==> src/sv/mm_pkg.sv <==
// Shared types and constants for the matrix multiply block.
// Used by the controller, the datapath, the top level and the checker.
package mm_pkg;

  localparam int MAX_DIM_DEF = 8;
  localparam int IDX_W       = 3;
  localparam int VAL_W       = 32;
  localparam int CNT_W       = 4;
  localparam int CFG_IW      = 2;
  localparam int CFG_N       = 4;
  localparam int PROD_W      = 48;
  localparam int ACC_W       = 52;

  localparam logic [1:0] CMD_WR_A    = 2'd0;
  localparam logic [1:0] CMD_WR_B    = 2'd1;
  localparam logic [1:0] CMD_COMPUTE = 2'd2;

  localparam logic [CFG_IW-1:0] REG_A_ROWS = 2'd0;
  localparam logic [CFG_IW-1:0] REG_A_COLS = 2'd1;
  localparam logic [CFG_IW-1:0] REG_B_ROWS = 2'd2;
  localparam logic [CFG_IW-1:0] REG_B_COLS = 2'd3;

  // Controller to datapath.
  typedef struct packed {
    logic             wr_a;
    logic             wr_b;
    logic             issue;
    logic             first;
    logic             last_term;
    logic [IDX_W-1:0] i;
    logic [IDX_W-1:0] j;
    logic [IDX_W-1:0] t;
    logic             load_out;
    logic             load_err;
    logic             out_last;
  } mm_cmd_t;

  // Datapath to controller.
  typedef struct packed {
    logic acc_done;
    logic out_free;
  } mm_stat_t;

endpackage

==> src/sv/mm_ctrl.sv <==
// Controller of the matrix multiply block: configuration registers, input
// handshake and the sequencer over rows, columns and terms. Uses mm_pkg.
module mm_ctrl #(
  parameter int MAX_DIM = mm_pkg::MAX_DIM_DEF
) (
  input  logic                      clk,
  input  logic                      rst_n,
  input  logic                      in_valid,
  output logic                      in_stall,
  input  logic [1:0]                in_command,
  input  logic                      cfg_valid,
  output logic                      cfg_ready,
  input  logic [mm_pkg::CFG_IW-1:0] cfg_index,
  input  logic [mm_pkg::CNT_W-1:0]  cfg_data,
  output mm_pkg::mm_cmd_t           cmd,
  input  mm_pkg::mm_stat_t          stat
);

  localparam logic [2:0] ST_IDLE  = 3'd0;
  localparam logic [2:0] ST_MAC   = 3'd1;
  localparam logic [2:0] ST_DRAIN = 3'd2;
  localparam logic [2:0] ST_PUSH  = 3'd3;
  localparam logic [2:0] ST_ERR   = 3'd4;

  localparam logic [mm_pkg::CNT_W-1:0] MAXC = mm_pkg::CNT_W'(MAX_DIM);
  localparam logic [mm_pkg::CNT_W-1:0] ONE  = mm_pkg::CNT_W'(1);

  logic [2:0] state_r, state_nxt;
  logic [mm_pkg::CNT_W-1:0] cnt_r [mm_pkg::CFG_N];
  logic [mm_pkg::CNT_W-1:0] m_r, m_nxt, n_r, n_nxt, k_r, k_nxt;
  logic [mm_pkg::IDX_W-1:0] i_r, i_nxt, j_r, j_nxt, t_r, t_nxt;
  logic [mm_pkg::CNT_W-1:0] m_use, k_use, kb_use, n_use;
  logic accept, t_last, i_last, j_last;

  // A count of zero acts as one, and a count above the array size as the size.
  function automatic logic [mm_pkg::CNT_W-1:0] used_count(
    input logic [mm_pkg::CNT_W-1:0] v
  );
    logic [mm_pkg::CNT_W-1:0] r;
    if (v == '0) begin
      r = ONE;
    end else if (v > MAXC) begin
      r = MAXC;
    end else begin
      r = v;
    end
    return r;
  endfunction

  assign cfg_ready = 1'b1;
  assign in_stall  = (state_r != ST_IDLE);
  assign accept    = in_valid && !in_stall;

  assign m_use  = used_count(cnt_r[mm_pkg::REG_A_ROWS]);
  assign k_use  = used_count(cnt_r[mm_pkg::REG_A_COLS]);
  assign kb_use = used_count(cnt_r[mm_pkg::REG_B_ROWS]);
  assign n_use  = used_count(cnt_r[mm_pkg::REG_B_COLS]);

  assign t_last = ({1'b0, t_r} == k_r - ONE);
  assign i_last = ({1'b0, i_r} == m_r - ONE);
  assign j_last = ({1'b0, j_r} == n_r - ONE);

  always_comb begin
    state_nxt = state_r;
    m_nxt = m_r;
    n_nxt = n_r;
    k_nxt = k_r;
    i_nxt = i_r;
    j_nxt = j_r;
    t_nxt = t_r;
    cmd = '0;
    cmd.wr_a = accept && (in_command == mm_pkg::CMD_WR_A);
    cmd.wr_b = accept && (in_command == mm_pkg::CMD_WR_B);
    cmd.i = i_r;
    cmd.j = j_r;
    cmd.t = t_r;
    case (state_r)
      ST_IDLE: begin
        if (accept && (in_command == mm_pkg::CMD_COMPUTE)) begin
          if (k_use != kb_use) begin
            state_nxt = ST_ERR;
          end else begin
            m_nxt = m_use;
            n_nxt = n_use;
            k_nxt = k_use;
            i_nxt = '0;
            j_nxt = '0;
            t_nxt = '0;
            state_nxt = ST_MAC;
          end
        end
      end
      ST_MAC: begin
        cmd.issue = 1'b1;
        cmd.first = (t_r == '0);
        cmd.last_term = t_last;
        if (t_last) begin
          t_nxt = '0;
          state_nxt = ST_DRAIN;
        end else begin
          t_nxt = t_r + 1'b1;
        end
      end
      ST_DRAIN: begin
        if (stat.acc_done) begin
          state_nxt = ST_PUSH;
        end
      end
      ST_PUSH: begin
        if (stat.out_free) begin
          cmd.load_out = 1'b1;
          cmd.out_last = i_last && j_last;
          if (i_last && j_last) begin
            state_nxt = ST_IDLE;
          end else begin
            state_nxt = ST_MAC;
            if (j_last) begin
              j_nxt = '0;
              i_nxt = i_r + 1'b1;
            end else begin
              j_nxt = j_r + 1'b1;
            end
          end
        end
      end
      ST_ERR: begin
        if (stat.out_free) begin
          cmd.load_err = 1'b1;
          state_nxt = ST_IDLE;
        end
      end
      default: begin
        state_nxt = ST_IDLE;
      end
    endcase
  end

  always_ff @(posedge clk) begin
    if (!rst_n) begin
      state_r <= ST_IDLE;
      for (int r = 0; r < mm_pkg::CFG_N; r++) begin
        cnt_r[r] <= mm_pkg::CNT_W'(8);
      end
    end else begin
      state_r <= state_nxt;
      if (cfg_valid && cfg_ready) begin
        cnt_r[cfg_index] <= cfg_data;
      end
    end
  end

  always_ff @(posedge clk) begin
    m_r <= m_nxt;
    n_r <= n_nxt;
    k_r <= k_nxt;
    i_r <= i_nxt;
    j_r <= j_nxt;
    t_r <= t_nxt;
  end

endmodule

==> config.mk <==
export PLATFORM = sky130hd
export DESIGN_NAME = mm_ctrl
export DESIGN_NICKNAME = d
export VERILOG_FILES = /design/src/sv/mm_pkg.sv /design/src/sv/mm_ctrl.sv
export SDC_FILE = /design/constraint.sdc
export NUM_CORES = 1
export LEC_CHECK = 0
export BUFFER_PORTS_ARGS = -buffer_cell sky130_fd_sc_hd__buf_4
export CAP_MARGIN = 20
export CORE_ASPECT_RATIO = 1.2
export CORE_MARGIN = 2
export CORE_UTILIZATION = 56
export CTS_CLUSTER_SIZE = 30
export DETAILED_ROUTE_END_ITERATION = 10
export PLACE_DENSITY = 0.76
export SLEW_MARGIN = 20
export SYNTH_ARGS = -nofsm -noshare
export SYNTH_HDL_FRONTEND = slang
export SYNTH_SLANG_ARGS = --single-unit
==> constraint.sdc <==
create_clock -name clk -period 2.85 [get_ports clk]
set_input_delay 0.4275 -clock clk [delete_from_list [all_inputs] [get_ports clk]]
set_output_delay 0.4275 -clock clk [all_outputs]
set_load 0.05 [all_outputs]
==> reports/qor.yml, run 1 <==
fin_nets: 246
core_um2: 3660
dr_total_vias: 1492
antenna_cells: 0
hpwl_um: 2880
clock-sinks: 40
cts_tree: "built"
post-route-period-util: 0.917
post_cts_buffers: 0
ys.warnings.count: 0
worst_pin_slew_ns: 0.539
die_width_um: 60.6
totalWireLength_um: 3710
via_per_inst: 5.37
root_buffer: "clkbuf_8"
drv_slew: 0
fp-row-count: 24
synth.avg_cell_area_um2: 11.1
status: "finished clean"
netlist_instances: 194
ant_nets: 0
cts.clk_slew.worst_paths_ns: 0.08
die_y_um: 71.9
syn_area_um2: 2150
yosysSeqAreaShare: 0.544
required_ns: 2.42
cp-end-kind: "output pin"
whs_ns: 0.436
synth_seq_cells: 40
htreeDepth: 2
drtIter0Drc: 46
crit_type: "flip-flop to output pin"
maxSlewHeadroom: 0.635
grt_start_max_net_pins: 15
period_needed_ns: 2.61
synth_cell_types: 42
clock_path_buffers: 2
crit_fanout: 3
cts_inserted_buffers: 5
drtPass1Iterations: 5
hold_violations: 0
syn_nets: 215
drcViolationCount: 0
rsz0062_at_grt: "false"
grt_pass1_wl_um: 6070
grt_pass1_vias: 1457
synth_edf_count: 37
synth_area_leader_cell: "edfxtp_1"
synthArstFlopShare: 0
power_mw: 1.88
antenna_found_initial: 0
powerDensity_nw_per_um2: 730
arrival_ns: 2.18
layout-drive-gt1-share: 0.204
start_kind: "flip-flop"
pin_count: 33
ys.flop_type: "edfxtp_1"
leakage_nw: 1.05
setup_violations: 0
clock.fmax_mhz: 383
clk_latency_ns: 0.28
yosys.area.top_type_share: 0.516
fin_skew_ns: 0.00482
area_growth_pct: 19.9
die-area_um2: 4360
numPortBuffers: 31
synth.most_common_cell: "edfxtp_1"
ctsResizeCount: 0
grt_overflow: 0
routabilityCongestion: 0.874
min_path_type: "primary input to flip-flop"
detail_route.wl_per_cell_um: 13.3
cts_hold_buf: 0
gr-usage-all-layers: 0.189
synth.area.top_cells: "edfxtp_1 (52%), nor2_1 (4.2%), ha_1 (4.1%)"
synthTopCellsByCount: "edfxtp_1 (37), nor2_1 (24), inv_1 (14), and2_1 (12), xor2_1 (10)"
peakVddDrop_mv: 0.486
start_util: 0.587
maxCapViolCount: 0
==> critical path: stages (launching register included) <==
cell and delay [ns]:
edfxtp_1 0.44, inv_1 0.09, ha_1 0.15, xor2_1 0.19, and2_1 0.18, o211ai_1 0.10, nor3_1 0.35, and3_1 0.21
buf_4 0.19
==> power by group <==
| part | internal, mW | leakage, nW | switching (mW) |
|---|---|---|---|
| Sequential | 0.703 | 0.377 | 0.0748 |
| Combinational | 0.173 | 0.590 | 0.308 |
| Clock | 0.438 | 0.0784 | 0.188 |
| Total | 1.31 | 1.05 | 0.571 |
==> cells in the final DEF, fill, tap and decap left out, drive strengths merged, types with 3 or more instances in the layout <==
cell     n
nor2    24
bufinv   3
nor3     7
nand2    5
xnor2    7
dfxtp    3
xor2    10
nor3b    4
o21ai    3
nand2b   9
and3     5
a21oi    3
nand3b   4
inv     14
and2    12
ha       7
clkbuf   5
edfxtp  37
buf     32
nor2b    7
==> worst paths after layout <==
path / to / cells after the start / slack, ns / from
worst min register to register: n_r[3] / 0 / 0.53 / cnt_r[3][3]
worst min-delay path: cnt_r[0][3] / 2 / 0.44 / cfg_data[3]
worst max-delay path: cmd[0] / 8 / 0.24 / n_r[0]
worst max register to register: i_r[0] / 6 / 0.56 / cnt_r[2][0]
==> layout make-up <==
type | instances | area, um^2
Sequential cell | 40 | 1170
Inverter | 14 | 52.6
Multi-Input combinational cell | 132 | 892
Clock inverter | 3 | 90.1
Clock buffer | 5 | 68.8
Timing Repair Buffer | 32 | 240
Tap cell | 52 | 65.1
Fill cell | 295 | 1080
==> per-stage QoR <==
step                TNS, ns  utilization  instance area [um^2]  setup slack (ns)  std cells
floorplan            -0.799            -                  2150            -0.400        194
global placement          0        0.661                  2420             0.676        270
detailed placement        0        0.661                  2420             0.574        270
CTS                       0        0.704                  2580             0.236        278
global route              0        0.704                  2580            0.0397        278
finish                    0        0.704                  2580             0.238        278
==> registers in the layout, summed over array words and instances, names as in the netlist <==
| register | count |
|---|---|
| cnt_r | 16 |
| k_r | 4 |
| m_r | 4 |
| n_r | 4 |
| i_r | 3 |
| j_r | 3 |
| state_r | 3 |
| t_r | 3 |
==> per-layer routing <==
layer  track usage  routed length (um)  vias up  share of wire
li1              -                   -      744              -
met3        0.0535                 164        6          0.044
met2         0.355                2060       46           0.56
met1         0.191                1430      696           0.39
met5             0                   0        -              0
met4        0.0700                  48        0          0.013
==> kinds of logic after synthesis <==
family / after synthesis / share of synthesized area
and+or+nand+nor: 88 / 0.227
DFF: 40 / 0.544
buffers and inverters: 22 / 0.0413
AOI/OAI and AO/OA: 18 / 0.0709
xor gates and xnor gates: 17 / 0.0692
adders and majority gates: 7 / 0.0407
other: 1 / 0.00174
muxes: 1 / 0.00465
Power figures use the tool's default switching activity.
==> run 2: changes to the inputs <==
--- a/config.mk
+++ b/config.mk
@@ -7,12 +7,14 @@
 export LEC_CHECK = 0
 export BUFFER_PORTS_ARGS = -buffer_cell sky130_fd_sc_hd__buf_4
 export CAP_MARGIN = 20
+export CELL_PAD_IN_SITES_DETAIL_PLACEMENT = 1
+export CELL_PAD_IN_SITES_GLOBAL_PLACEMENT = 1
 export CORE_ASPECT_RATIO = 1.2
 export CORE_MARGIN = 2
-export CORE_UTILIZATION = 56
+export CORE_UTILIZATION = 44
 export CTS_CLUSTER_SIZE = 30
 export DETAILED_ROUTE_END_ITERATION = 10
-export PLACE_DENSITY = 0.76
+export PLACE_DENSITY = 0.75
 export SLEW_MARGIN = 20
 export SYNTH_ARGS = -nofsm -noshare
 export SYNTH_HDL_FRONTEND = slang
==> reports/qor.yml, run 2 (synthesized netlist as in run 1, its figures left out) <==
status: "finished clean"  # unchanged
final_common_cell: "edfxtp_1"  # unchanged
drv_slew: 0  # unchanged
clk_latency_ns: 0.29  # was 0.28 ns
place_area_um2: 2430  # was 2420 um^2
antenna_cells: 0  # unchanged
cts_tree: "built"  # unchanged
fin_nets: 246  # unchanged
period_needed_ns: 2.55  # was 2.61 ns
crit_type: "flip-flop to output pin"  # unchanged
drcViolationCount: 0  # unchanged
hpwl_um: 3620  # was 2880 um
rsz0062_at_grt: "false"  # unchanged
area_growth_pct: 18.0  # was 19.9%
drtIter0Drc: 84  # was 46
whs_ns: 0.437  # was 0.436 ns
crit_fanout: 3  # unchanged
pin_count: 33  # unchanged
numPortBuffers: 31  # unchanged
die_width_um: 67.8  # was 60.6 um
ctsResizeCount: 0  # unchanged
min_path_type: "primary input to flip-flop"  # unchanged
fill_cells: 525  # was 295
arrival_ns: 2.13  # was 2.18 ns
core_um2: 4660  # was 3660 um^2
die_y_um: 80.6  # was 71.9 um
cts_inserted_buffers: 5  # unchanged
clock_path_buffers: 2  # unchanged
start_kind: "flip-flop"  # unchanged
post-route-period-util: 0.896  # was 0.917
finalSetupTns_ns: 0  # unchanged
die-area_um2: 5470  # was 4360 um^2
maxCapViolCount: 0  # unchanged
slowest_delay_ns: 0.43  # was 0.44 ns
layout-drive-gt1-share: 0.204  # unchanged
setup_violations: 0  # unchanged
ant_nets: 0  # unchanged
hold_violations: 0  # unchanged
setup_ws_ns: 0.297  # was 0.238 ns
maxSlewHeadroom: 0.672  # was 0.635
dp_slack_ns: 0.511  # was 0.574 ns
grt_overflow: 0  # unchanged
drtPass1Iterations: 4  # was 5
utilization: 0.545  # was 0.704
post_cts_buffers: 0  # unchanged
dpl.cell_count: 276  # was 270
cp_slowest_cell: "edfxtp_1"  # unchanged
largest_reg_flops: 16  # unchanged
via_per_inst: 5.26  # was 5.37
grt_start_max_net_pins: 15  # unchanged
clock-sinks: 40  # unchanged
totalWireLength_um: 4360  # was 3710 um
grt_pass1_wl_um: 7320  # was 6070 um
powerDensity_nw_per_um2: 680  # was 730 nW/um^2
fp-row-count: 27  # was 24
required_ns: 2.42  # about the same
peakVddDrop_mv: 0.306  # was 0.486 mV
htreeDepth: 2  # unchanged
final_area_um2: 2540  # was 2580 um^2
clock.fmax_mhz: 392  # was 383 MHz
cts.clk_slew.worst_paths_ns: 0.08  # about the same
top_register: "cnt_r"  # unchanged
routabilityCongestion: 0.846  # was 0.874
start_util: 0.462  # was 0.587
grt_pass1_vias: 1629  # was 1457
final_cells: 284  # was 278
worst_pin_slew_ns: 0.484  # was 0.539 ns
dr_total_vias: 1495  # was 1492
leakage_nw: 1.02  # was 1.05 nW
detail_route.wl_per_cell_um: 15.4  # was 13.3 um
gr-usage-all-layers: 0.181  # was 0.189
root_buffer: "clkbuf_8"  # unchanged
power_mw: 1.73  # was 1.88 mW
cts_hold_buf: 0  # unchanged
cp-end-kind: "output pin"  # unchanged
layout_common_cells: "edfxtp_1 (37), buf_4 (32), nor2_1 (24)"  # unchanged
path_cells: "inv_1 > ha_1 > xor2_1 > and2_1 > o211ai_1 > nor3_1 > and3_1 > buf_4"  # unchanged
antenna_found_initial: 0  # unchanged
fin_skew_ns: 0.00313  # was 0.00482 ns
run 2: changes by cell type in the layout (fill, tap and decap cells not counted):
cell        change
clkinvlp_4      +1
bufinv_16       -2
clkinv_2        +1
run 2: layout make-up:
| class | instances | area, um^2 | area share |
|---|---|---|---|
| Sequential cell | 40 | 1170 | 0.461 |
| Multi-Input combinational cell | 132 | 892 | 0.351 |
| Timing Repair Buffer | 32 | 240 | 0.0946 |
| Tap cell | 58 | 72.6 | 0.0286 |
| Clock buffer | 5 | 68.8 | 0.0271 |
| Inverter | 14 | 52.6 | 0.0207 |
| Clock inverter | 3 | 42.5 | 0.0167 |
run 2: worst max-delay path: cells and delay by family (launching register included):
kind,cells,cell delay (ns)
xor gates and xnor gates,1,0.18
and+or+nand+nor,3,0.68
DFF,1,0.43
AOI/OAI and AO/OA,1,0.10
adders and majority gates,1,0.17
buffers and inverters,2,0.28
run 2: final timing paths:
| path | from | end | slack (ns) | cells after the start |
|---|---|---|---|---|
| max | n_r[0] | cmd[0] | 0.30 | 8 |
| max reg2reg | cnt_r[2][0] | i_r[0] | 0.54 | 6 |
| min | cfg_data[3] | cnt_r[1][3] | 0.44 | 2 |
| min reg2reg | cnt_r[3][3] | n_r[3] | 0.51 | 0 |
run 2: report_power, final:
part | leakage [nW] | internal (mW) | switching [mW]
Sequential | 0.377 | 0.703 | 0.0800
Combinational | 0.590 | 0.173 | 0.315
Clock | 0.0541 | 0.259 | 0.197
Total | 1.02 | 1.14 | 0.592
run 2: per-layer routing:
metal	track usage	part of all wire
met4	0.0560	0.011
met5	0	0
met1	0.176	0.36
met2	0.364	0.59
met3	0.0378	0.040
